## config.mk

```make
export PLATFORM = sky130hd
export DESIGN_NAME = trial_division_prime_counter_core
export DESIGN_NICKNAME = d
export VERILOG_FILES = /design/src/sv/tdpc_pkg.sv /design/src/sv/tdpc_ctrl.sv /design/src/sv/tdpc_datapath.sv /design/src/sv/trial_division_prime_counter_core.sv
export VERILOG_INCLUDE_DIRS = /design/src /design/src/sv
export SDC_FILE = /design/constraint.sdc
export NUM_CORES = 1
export LEC_CHECK = 0
export BUFFER_PORTS_ARGS = -buffer_cell sky130_fd_sc_hd__buf_2
export CORE_UTILIZATION = 35
export CTS_BUF_LIST = sky130_fd_sc_hd__clkbuf_4
export DETAILED_ROUTE_END_ITERATION = 10
export GPL_ROUTABILITY_DRIVEN = 0
export RECOVER_POWER = 50
export SLEW_MARGIN = 40
export SYNTH_ARGS = -nofsm -noshare
export SYNTH_HDL_FRONTEND = slang
export SYNTH_HIERARCHICAL = 1
export SYNTH_SLANG_ARGS = --single-unit
```

## constraint.sdc

```tcl
create_clock -name clk -period 9.94 [get_ports clk]
set_input_delay 1.491 -clock clk [delete_from_list [all_inputs] [get_ports clk]]
set_output_delay 1.491 -clock clk [all_outputs]
set_load 0.02 [all_outputs]
```

## src/sv/trial_division_prime_counter_core_macros.svh

```systemverilog
// Assertion macros for the prime counter modules; used by the controller.
// Depends on nothing; included by the modules that carry assertions.
`ifndef TRIAL_DIVISION_PRIME_COUNTER_CORE_MACROS_SVH
`define TRIAL_DIVISION_PRIME_COUNTER_CORE_MACROS_SVH

// Same-cycle implication, disabled during reset.
`define TDPC_ASSERT_IMPLY(label, clk, rst_n, a, b, msg) \
    label: assert property (@(posedge clk) disable iff (!rst_n) (a) |-> (b)) \
        else $error(msg);

// Next-cycle implication, disabled during reset.
`define TDPC_ASSERT_NEXT(label, clk, rst_n, a, b, msg) \
    label: assert property (@(posedge clk) disable iff (!rst_n) (a) |=> (b)) \
        else $error(msg);

`endif

```

## src/sv/tdpc_pkg.sv

```systemverilog
// Package for the trial-division prime counter: widths, constants, state and
// verdict codes, and the command and status structs between controller and datapath.
// Depends on nothing.
package tdpc_pkg;

    localparam int CAND_W = 31;
    localparam int TOTAL_W = 31;
    localparam int NUMBER_WIDTH_DEFAULT = 31;
    localparam logic [TOTAL_W-1:0] COUNT_MAX = {TOTAL_W{1'b1}};

    typedef enum logic [2:0] {
        S_IDLE,
        S_CHECK,
        S_DIV,
        S_TEST,
        S_RESULT
    } state_t;

    typedef enum logic [1:0] {
        V_COMPOSITE,
        V_PRIME,
        V_END_RUN
    } verdict_t;

    typedef struct packed {
        logic     load;
        logic     div_start;
        logic     div_step;
        logic     next_div;
        logic     out_load;
        verdict_t verdict;
    } cmd_t;

    typedef struct packed {
        logic n_zero;
        logic n_lt2;
        logic n_is2;
        logic n_even;
        logic sq_gt_n;
        logic last_bit;
        logic rem_zero;
    } status_t;

endpackage

```

## src/sv/tdpc_ctrl.sv

```systemverilog
// Controller state machine of the prime counter: sequences the trial divisions
// and owns the handshakes. Depends on tdpc_pkg and the assertion macro header.
`include "trial_division_prime_counter_core_macros.svh"

module tdpc_ctrl
(
    input  logic             clk,
    input  logic             rst_n,
    input  logic             in_valid,
    output logic             in_ready,
    output logic             out_valid,
    input  logic             out_ready,
    input  tdpc_pkg::status_t status,
    output tdpc_pkg::cmd_t    cmd
);

    tdpc_pkg::state_t   state_reg, state_next;
    tdpc_pkg::verdict_t verdict_reg, verdict_next;
    logic               out_valid_reg, out_valid_next;

    always_ff @(posedge clk or negedge rst_n)
    begin
        if (!rst_n)
        begin
            state_reg     <= tdpc_pkg::S_IDLE;
            verdict_reg   <= tdpc_pkg::V_COMPOSITE;
            out_valid_reg <= 1'b0;
        end
        else
        begin
            state_reg     <= state_next;
            verdict_reg   <= verdict_next;
            out_valid_reg <= out_valid_next;
        end
    end

    always_comb
    begin
        state_next    = state_reg;
        verdict_next  = verdict_reg;
        cmd           = '0;
        cmd.verdict   = verdict_reg;
        in_ready      = 1'b0;
        unique case (state_reg)
            tdpc_pkg::S_IDLE:
            begin
                in_ready = 1'b1;
                if (in_valid)
                begin
                    cmd.load   = 1'b1;
                    state_next = tdpc_pkg::S_CHECK;
                end
            end
            tdpc_pkg::S_CHECK:
            begin
                priority if (status.n_zero)
                begin
                    verdict_next = tdpc_pkg::V_END_RUN;
                    state_next   = tdpc_pkg::S_RESULT;
                end
                else if (status.n_lt2)
                begin
                    verdict_next = tdpc_pkg::V_COMPOSITE;
                    state_next   = tdpc_pkg::S_RESULT;
                end
                else if (status.n_is2)
                begin
                    verdict_next = tdpc_pkg::V_PRIME;
                    state_next   = tdpc_pkg::S_RESULT;
                end
                else if (status.n_even)
                begin
                    verdict_next = tdpc_pkg::V_COMPOSITE;
                    state_next   = tdpc_pkg::S_RESULT;
                end
                else if (status.sq_gt_n)
                begin
                    verdict_next = tdpc_pkg::V_PRIME;
                    state_next   = tdpc_pkg::S_RESULT;
                end
                else
                begin
                    cmd.div_start = 1'b1;
                    state_next    = tdpc_pkg::S_DIV;
                end
            end
            tdpc_pkg::S_DIV:
            begin
                cmd.div_step = 1'b1;
                if (status.last_bit)
                begin
                    state_next = tdpc_pkg::S_TEST;
                end
            end
            tdpc_pkg::S_TEST:
            begin
                if (status.rem_zero)
                begin
                    verdict_next = tdpc_pkg::V_COMPOSITE;
                    state_next   = tdpc_pkg::S_RESULT;
                end
                else
                begin
                    cmd.next_div = 1'b1;
                    state_next   = tdpc_pkg::S_CHECK;
                end
            end
            tdpc_pkg::S_RESULT:
            begin
                if (!out_valid_reg || out_ready)
                begin
                    cmd.out_load = 1'b1;
                    state_next   = tdpc_pkg::S_IDLE;
                end
            end
            default:
            begin
                state_next = tdpc_pkg::S_IDLE;
            end
        endcase
    end

    always_comb
    begin
        out_valid_next = out_valid_reg;
        if (out_valid_reg && out_ready)
        begin
            out_valid_next = 1'b0;
        end
        if (cmd.out_load)
        begin
            out_valid_next = 1'b1;
        end
    end

    assign out_valid = out_valid_reg;

    `TDPC_ASSERT_IMPLY(a_load_slot_free, clk, rst_n, cmd.out_load,
        (!out_valid_reg || out_ready), "result loaded over a pending transaction")
    `TDPC_ASSERT_NEXT(a_accept_to_check, clk, rst_n, (in_valid && in_ready),
        (state_reg == tdpc_pkg::S_CHECK), "accepted transaction did not start a check")
    `TDPC_ASSERT_NEXT(a_div_ends_in_test, clk, rst_n,
        ((state_reg == tdpc_pkg::S_DIV) && status.last_bit),
        (state_reg == tdpc_pkg::S_TEST), "remainder pass did not end in a test")
    `TDPC_ASSERT_IMPLY(a_valid_from_result, clk, rst_n, $rose(out_valid_reg),
        ($past(state_reg) == tdpc_pkg::S_RESULT), "result valid rose outside result state")

endmodule

```

## src/sv/tdpc_datapath.sv

```systemverilog
// Datapath of the prime counter: candidate, trial divisor and its square,
// bit-serial remainder unit, prime count and output registers. Depends on tdpc_pkg.
module tdpc_datapath
#(
    parameter int NUMBER_WIDTH = tdpc_pkg::NUMBER_WIDTH_DEFAULT
)
(
    input  logic                         clk,
    input  logic                         rst_n,
    input  logic [tdpc_pkg::CAND_W-1:0]  candidate,
    input  tdpc_pkg::cmd_t               cmd,
    output tdpc_pkg::status_t            status,
    output logic                         is_prime,
    output logic [tdpc_pkg::TOTAL_W-1:0] prime_total,
    output logic                         run_done
);

    localparam int W = (NUMBER_WIDTH < tdpc_pkg::CAND_W) ? NUMBER_WIDTH : tdpc_pkg::CAND_W;
    localparam int BCW = $clog2(W);

    logic [W-1:0]   n_reg;
    logic [W-1:0]   d_reg;
    logic [W+1:0]   sq_reg;
    logic [W-1:0]   rem_reg;
    logic [BCW-1:0] bit_reg;
    logic [tdpc_pkg::TOTAL_W-1:0] count_reg, count_next;
    logic [tdpc_pkg::TOTAL_W-1:0] total_reg, total_next;
    logic           is_prime_reg;
    logic           run_done_reg;

    logic [W:0]     r_shift;
    logic           r_ge_d;
    logic [W:0]     r_sub;

    assign r_shift = {rem_reg, n_reg[bit_reg]};
    assign r_ge_d  = (r_shift >= {1'b0, d_reg});
    assign r_sub   = r_shift - {1'b0, d_reg};

    always_ff @(posedge clk)
    begin
        if (cmd.load)
        begin
            n_reg  <= candidate[W-1:0];
            d_reg  <= W'(3);
            sq_reg <= (W+2)'(9);
        end
        else if (cmd.next_div)
        begin
            d_reg  <= d_reg + W'(2);
            sq_reg <= sq_reg + ({2'b00, d_reg} << 2) + (W+2)'(4);
        end
        if (cmd.div_start)
        begin
            rem_reg <= '0;
            bit_reg <= BCW'(W-1);
        end
        else if (cmd.div_step)
        begin
            rem_reg <= r_ge_d ? r_sub[W-1:0] : r_shift[W-1:0];
            bit_reg <= bit_reg - BCW'(1);
        end
    end

    always_comb
    begin
        count_next = count_reg;
        total_next = count_reg;
        if (cmd.out_load)
        begin
            unique case (cmd.verdict)
                tdpc_pkg::V_END_RUN:
                begin
                    count_next = '0;
                end
                tdpc_pkg::V_PRIME:
                begin
                    if (count_reg != tdpc_pkg::COUNT_MAX)
                    begin
                        count_next = count_reg + tdpc_pkg::TOTAL_W'(1);
                    end
                    total_next = count_next;
                end
                default:
                begin
                    count_next = count_reg;
                end
            endcase
        end
    end

    always_ff @(posedge clk or negedge rst_n)
    begin
        if (!rst_n)
        begin
            count_reg <= '0;
        end
        else
        begin
            count_reg <= count_next;
        end
    end

    always_ff @(posedge clk)
    begin
        if (cmd.out_load)
        begin
            total_reg    <= total_next;
            is_prime_reg <= (cmd.verdict == tdpc_pkg::V_PRIME);
            run_done_reg <= (cmd.verdict == tdpc_pkg::V_END_RUN);
        end
    end

    assign status.n_zero   = (n_reg == '0);
    assign status.n_lt2    = (n_reg < W'(2));
    assign status.n_is2    = (n_reg == W'(2));
    assign status.n_even   = ~n_reg[0];
    assign status.sq_gt_n  = (sq_reg > {2'b00, n_reg});
    assign status.last_bit = (bit_reg == '0);
    assign status.rem_zero = (rem_reg == '0);

    assign is_prime    = is_prime_reg;
    assign prime_total = total_reg;
    assign run_done    = run_done_reg;

endmodule

```

## src/sv/trial_division_prime_counter_core.sv

```systemverilog
// Top level of the trial-division prime counter: controller plus datapath.
// Depends on tdpc_pkg, tdpc_ctrl and tdpc_datapath.
//
// Each input transaction carries one candidate; exactly one result transaction
// follows, giving is_prime, the running prime total (saturating at 2^31-1) and
// run_done, which is set for a zero candidate that reports the total and clears
// the count. Candidates are tested one at a time. A candidate below 2, equal to
// 2 or even is decided without a division; an odd candidate is tried against the odd
// divisors from 3 upward while their square is not above it. Every odd trial
// divisor passes through a bit-serial remainder unit of the internal number
// width W (31 by default) that retires one candidate bit per cycle. An odd
// composite stops after its smallest odd divisor. A new result waits in the
// result state while the previous one still waits at the output. A new
// candidate is taken while the previous result still waits at the output.
module trial_division_prime_counter_core
#(
    parameter int NUMBER_WIDTH = tdpc_pkg::NUMBER_WIDTH_DEFAULT
)
(
    input  logic                         clk,
    input  logic                         rst_n,
    input  logic                         in_valid,
    output logic                         in_ready,
    input  logic [tdpc_pkg::CAND_W-1:0]  candidate,
    output logic                         out_valid,
    input  logic                         out_ready,
    output logic                         is_prime,
    output logic [tdpc_pkg::TOTAL_W-1:0] prime_total,
    output logic                         run_done
);

    tdpc_pkg::cmd_t    cmd;
    tdpc_pkg::status_t status;

    tdpc_ctrl u_ctrl
    (
        .clk       (clk),
        .rst_n     (rst_n),
        .in_valid  (in_valid),
        .in_ready  (in_ready),
        .out_valid (out_valid),
        .out_ready (out_ready),
        .status    (status),
        .cmd       (cmd)
    );

    tdpc_datapath
    #(
        .NUMBER_WIDTH (NUMBER_WIDTH)
    )
    u_datapath
    (
        .clk         (clk),
        .rst_n       (rst_n),
        .candidate   (candidate),
        .cmd         (cmd),
        .status      (status),
        .is_prime    (is_prime),
        .prime_total (prime_total),
        .run_done    (run_done)
    );

endmodule
```

; ---- Word level (Yosys, flattened, before mapping)
; Cells that the tools add are included.
; W data, S select, Z words.
[word_totals]
register_bits = 201
input_bits = 35
out_inout_bits = 35
word_cells = 87
[classes]
add_sub_neg = 6
order_cmp = 4
n_eq_ne = 13
muxes = 39
n_reduce_logical = 13
[ops]
columns = operator, n
row1 = $mux W31, 3
row2 = $logic_not A31 Y1, 2
row3 = $pmux W31 S2, 1
row4 = $add A33 B3 Y33 const B, 1
row5 = $add A33 B33 Y33, 1
row6 = $gt A33 B31 Y1, 1
row7 = $ge A32 B31 Y1, 1
row8 = $add A31 B1 Y31 const B, 1
row9 = $add A31 B2 Y31 const B, 1
row10 = $eq A31 B2 Y1 const B, 1
row11 = $lt A31 B2 Y1 const B, 1
row12 = $ne A31 B31 Y1 const B, 1
row13 = $sub A31 B31 Y31, 1
row14 = $mux W3, 9
row15 = $mux W1, 17
row16 = $pmux W3 S5, 1
row17 = $mux W2, 6
row18 = $eq A3 B2 Y1 const B, 2
row19 = $lt A5 B6 Y1 const B, 1
row20 = $ne A2 B2 Y1 const B, 3
row21 = $ne A6 B6 Y1 const B, 1
row22 = $reduce_and A3 Y1, 2
row23 = $reduce_bool A2 Y1, 3
row24 = $bmux W1 S5, 1
row25 = other kinds (13), 13

; ---- Longest topological paths before layout
[logic_depth]
word_depth = 7
ltp_mapped = 19
depth_no_buf = 15

; ---- By module
; Netlist, hierarchy kept.
[modules_own_cells]
columns = module, n_inst, cells_per_inst, area_per_inst_um2, seq_area_each_um2
row1 = tdpc_datapath, 1, 1394, 12610.8, 4619.4
row2 = tdpc_ctrl, 1, 33, 326.6, 150.1

; ---- Least setup slack after synthesis
; OpenSTA, ideal clock, no wires.
[synth_timing]
path_kind = flip-flop to flip-flop
startpoint = register u_datapath.bit_reg[1]
endpoint = register u_datapath.rem_reg[26]
setup_ns = 0.132
arrival_ns = 3.745
required_time_ns = 9.808
slack_ns = 6.062
stages_incl_launch_ff = 20
path_buffers = 4
period_less_slack_ns = 3.878
cell_sequence = dfxtp_1 -> buf_6 -> buf_12 -> mux2i_1 -> mux4_2 -> mux2_4 -> a32oi_4 -> fa_1 -> a21oi_1 -> o22ai_1 -> a41o_1 -> o211ai_1 -> a21oi_1 -> o21ai_1 -> nand2_1 -> buf_2 -> clkbuf_1 -> o21ai_0 -> o211ai_1 -> a21oi_1
[synth_between]
elab_chain_cells = 4
elab_cells_between_ends = 5
cone_classes = 1 x add/sub / 1 x order compare / 3 x mux
[synth_lines]
columns = item, line_no
row1 = start: declaration, tdpc_datapath.sv:25  ; logic [BCW-1:0] bit_reg;
row2 = start signal: assignment, tdpc_datapath.sv:55  ; bit_reg <= BCW'(W-1);
row3 = start signal: assignment, tdpc_datapath.sv:60  ; bit_reg <= bit_reg - BCW'(1);
row4 = $bmux W1 S5 (*), tdpc_datapath.sv:35  ; assign r_shift = {rem_reg, n_reg[bit_reg]};
row5 = $mux W1 (not written as such) (*), tdpc_datapath.sv:35
row6 = $sub A31 B31 Y31 / $ge A32 B31 Y1 (equally long branches), "tdpc_datapath.sv:37, tdpc_datapath.sv:36"
row7 = $mux W31 (*), tdpc_datapath.sv:59  ; rem_reg <= r_ge_d ? r_sub[W-1:0] : r_shift[W-1:0];
row8 = end signal: assignment, tdpc_datapath.sv:59
row9 = end: declaration, tdpc_datapath.sv:24  ; logic [W-1:0] rem_reg;
; Every way passes the cells marked *; elsewhere a longest branch is shown, timed or not. The select of a mux whose other input is x is not followed.
; A chain may end at the register's enable or synchronous reset.

==> out/metrics.cfg <==
[clocking]
cts-resized-gates=0
holdBufCountCts=0
clk_pin_slew_worst_paths_ns=0.16
cts-root-buf=clkbuf_4
worstSkewPairLatency_ns=0.59
clock_path_buffers=2
cts_inserted_buffers=17
htreeDepth=4
post_cts_buffers=0
cts_tree=yes
cts_sinks=197

[route]
drt-total-wl_mm=30.7
antenna_left=0
drc_errors=0
drt_first_pass_iters=7
first_iter_violations=551
viasPerCell=5.32
wl_per_cell_um=15.8
vias=10400

[floorplan]
dieArea_um2=37700
boundaryPins=70
die_x_um=194
initial_core_util_pct=35.4
die_h_um=194
rows=70
core-area_um2=36500

[finish]
nets=1622
syn_to_final_growth_pct=8.66
drive_gt1_share_pct=7.92
final_cell_area_um2=14100
fillers=3700

[grt]
grt_pass1_vias=9767
grt.total_usage_pct=16.5
grt_max_degree=63
grt.met3_usage_pct=2.61
grt_use_met1_pct=21.9
overflow=0
grt_most_used_layer=met2
grt_pass1_wl_mm=50.3
antenna_found_initial=1
met2_usage_pct=27.3

[worst_setup_path]
critical_path_arrival_ns=5.81
crit_type=primary input to flip-flop
crit_path_end_kind=flip-flop
slowest_stage=clkbuf_1
path_max_fanout=60
cp-start-kind=primary input
required_ns=10.41
crit_path_cell_trace=buf_2 -> and2_0 -> clkbuf_1 -> nand2b_1 -> a21oi_1 -> a31o_2
cp_slowest_stage_delay_ns=2.17

[sta]
setup_tns_ns=0
setup_viol=0
holdWs_ns=0.528
max_slew_margin_pct=-96.5
tightestPinTransition_ns=2.95
slew_violations=170
finalHoldViolCount=0
period_needed_ns=5.34
max_freq_ghz=0.187
fin_worst_skew_ns=0.0284
fin_crit_sh_pct=53.7
rsz0062_at_grt=no

[run_status]
outcome=finished, violations left
failed_checks=capacitance limit, slew limit

[synthesis]
synth_fp_nets=1585
synth_common_cells=nor2_1 (148), nand2_1 (136), ha_1 (121), dfxtp_1 (96), inv_1 (87)
synth_area_um2=12900
synth_top_area_share_pct=14.9
synth_most_common_cell=nor2_1
yosysWarnings=6
ys_async_sr_fraction_pct=18.8
synth_edf_count=64
synth_area_per_cell_um2=9.07
synth_seq_cells=197
synth-main-ff-cell=dfxtp_1
yosysTopAreaCell=dfxtp_1
seq_area_frac_synth_pct=36.9
syn-instance-count=1427
synth.distinct_cells=84
netlist_top_cells_area=dfxtp_1 (15%), edfxtp_1 (15%), ha_1 (12%)

[placement]
dpl_cell_area_um2=13700
port_buffers=69
hpwl_mm=23.0

[job]
cap_violations=4

[min_path]
min_path_type=flip-flop to flip-flop

[pwr]
power.static_leakage_nw=5.96
power.density_nw_per_um2=235
vdd_drop_max_uv=108
power_w=0.00330

## path summary, 6_finish.rpt
path                                      start                        to  slack, ns  depth (start not counted)
max                                    in_valid     u_datapath/sq_reg[32]       4.60                          6
min                        u_datapath/d_reg[26]      u_datapath/d_reg[26]       0.53                          2
max in group asynchronous                 rst_n  u_datapath/count_reg[25]       7.22                          1
min reg2reg                u_datapath/d_reg[26]      u_datapath/d_reg[26]       0.53                          2
min in group asynchronous                 rst_n   u_datapath/count_reg[7]       1.50                          1
max reg2reg                 u_ctrl/state_reg[2]     u_datapath/sq_reg[32]       4.83                          6
## report_power, final
| part | total, W | switching [W] | leakage, nW | internal (W) |
|---|---|---|---|---|
| registers | 0.00117 | 0.000162 | 1.90 | 0.00101 |
| logic | 0.00161 | 0.000934 | 3.88 | 0.000679 |
| clock network | 0.000519 | 0.000291 | 0.184 | 0.000228 |
## critical path, delay by kind of cell
family / cells / cell delay [ns]
compound gates: 2 / 0.28
buf+inv: 2 / 2.26
simple gates: 2 / 1.70
## cell usage in the layout (no fill, tap or decap), types with 5 or more instances in the layout
cell type,n
a211oi_1,29
a21o_1,36
a21oi_1,62
a31oi_1,5
and3_1,18
and4_1,8
buf_2,51
bufinv_16,5
clkbuf_1,21
clkbuf_4,17
dfrtp_1,37
dfxtp_1,96
edfxtp_1,64
ha_1,121
inv_1,87
mux2i_1,46
nand2_1,136
nand2b_1,20
nand3_1,31
nand4_1,33
nor2_1,147
nor2b_1,15
nor3_1,26
nor4_1,18
o211ai_1,11
o21a_1,15
o21ai_0,80
o21bai_1,7
o31ai_1,16
or3_1,10
xnor2_1,83
xor2_1,25
## logic make-up after synthesis
logic type | share of synthesized area (%)
adder cells (fa/ha/maj) | 12.0
AO/OA/AOI/OAI | 16.5
multiplexers | 5.01
flip-flops | 36.9
AND/OR/NAND/NOR | 17.8
XOR/XNOR | 7.31
buffers and inverters | 4.55
## metal layers
layer / vias up / routed length [um]
met3: 25 / 1170
met2: 225 / 14300
li1: 5198 / -
met4: 0 / 499
met1: 4918 / 14700
met5: - / 0
## area by class of cell
class | count | area [um2] | area share (%)
multi-input combinational | 1082 | 7590 | 54.0
sequential | 197 | 4770 | 33.9
tap | 468 | 586 | 4.17
timing repair buffer | 78 | 419 | 2.98
inverter | 88 | 330 | 2.35
clock inverter | 15 | 225 | 1.60
clock buffer | 17 | 128 | 0.908
antenna | 3 | 7.51 | 0.0534
## through the flow
step	instances	util (%)	worst slack, ns
CTS	1945	38.6	4.86
global placement	1911	37.4	5.06
detailed placement	1913	37.6	4.92
floorplan	1427	-	6.06
finish	1948	38.5	4.60
global route	1948	38.5	4.34
(Power assumes the default switching activity.)
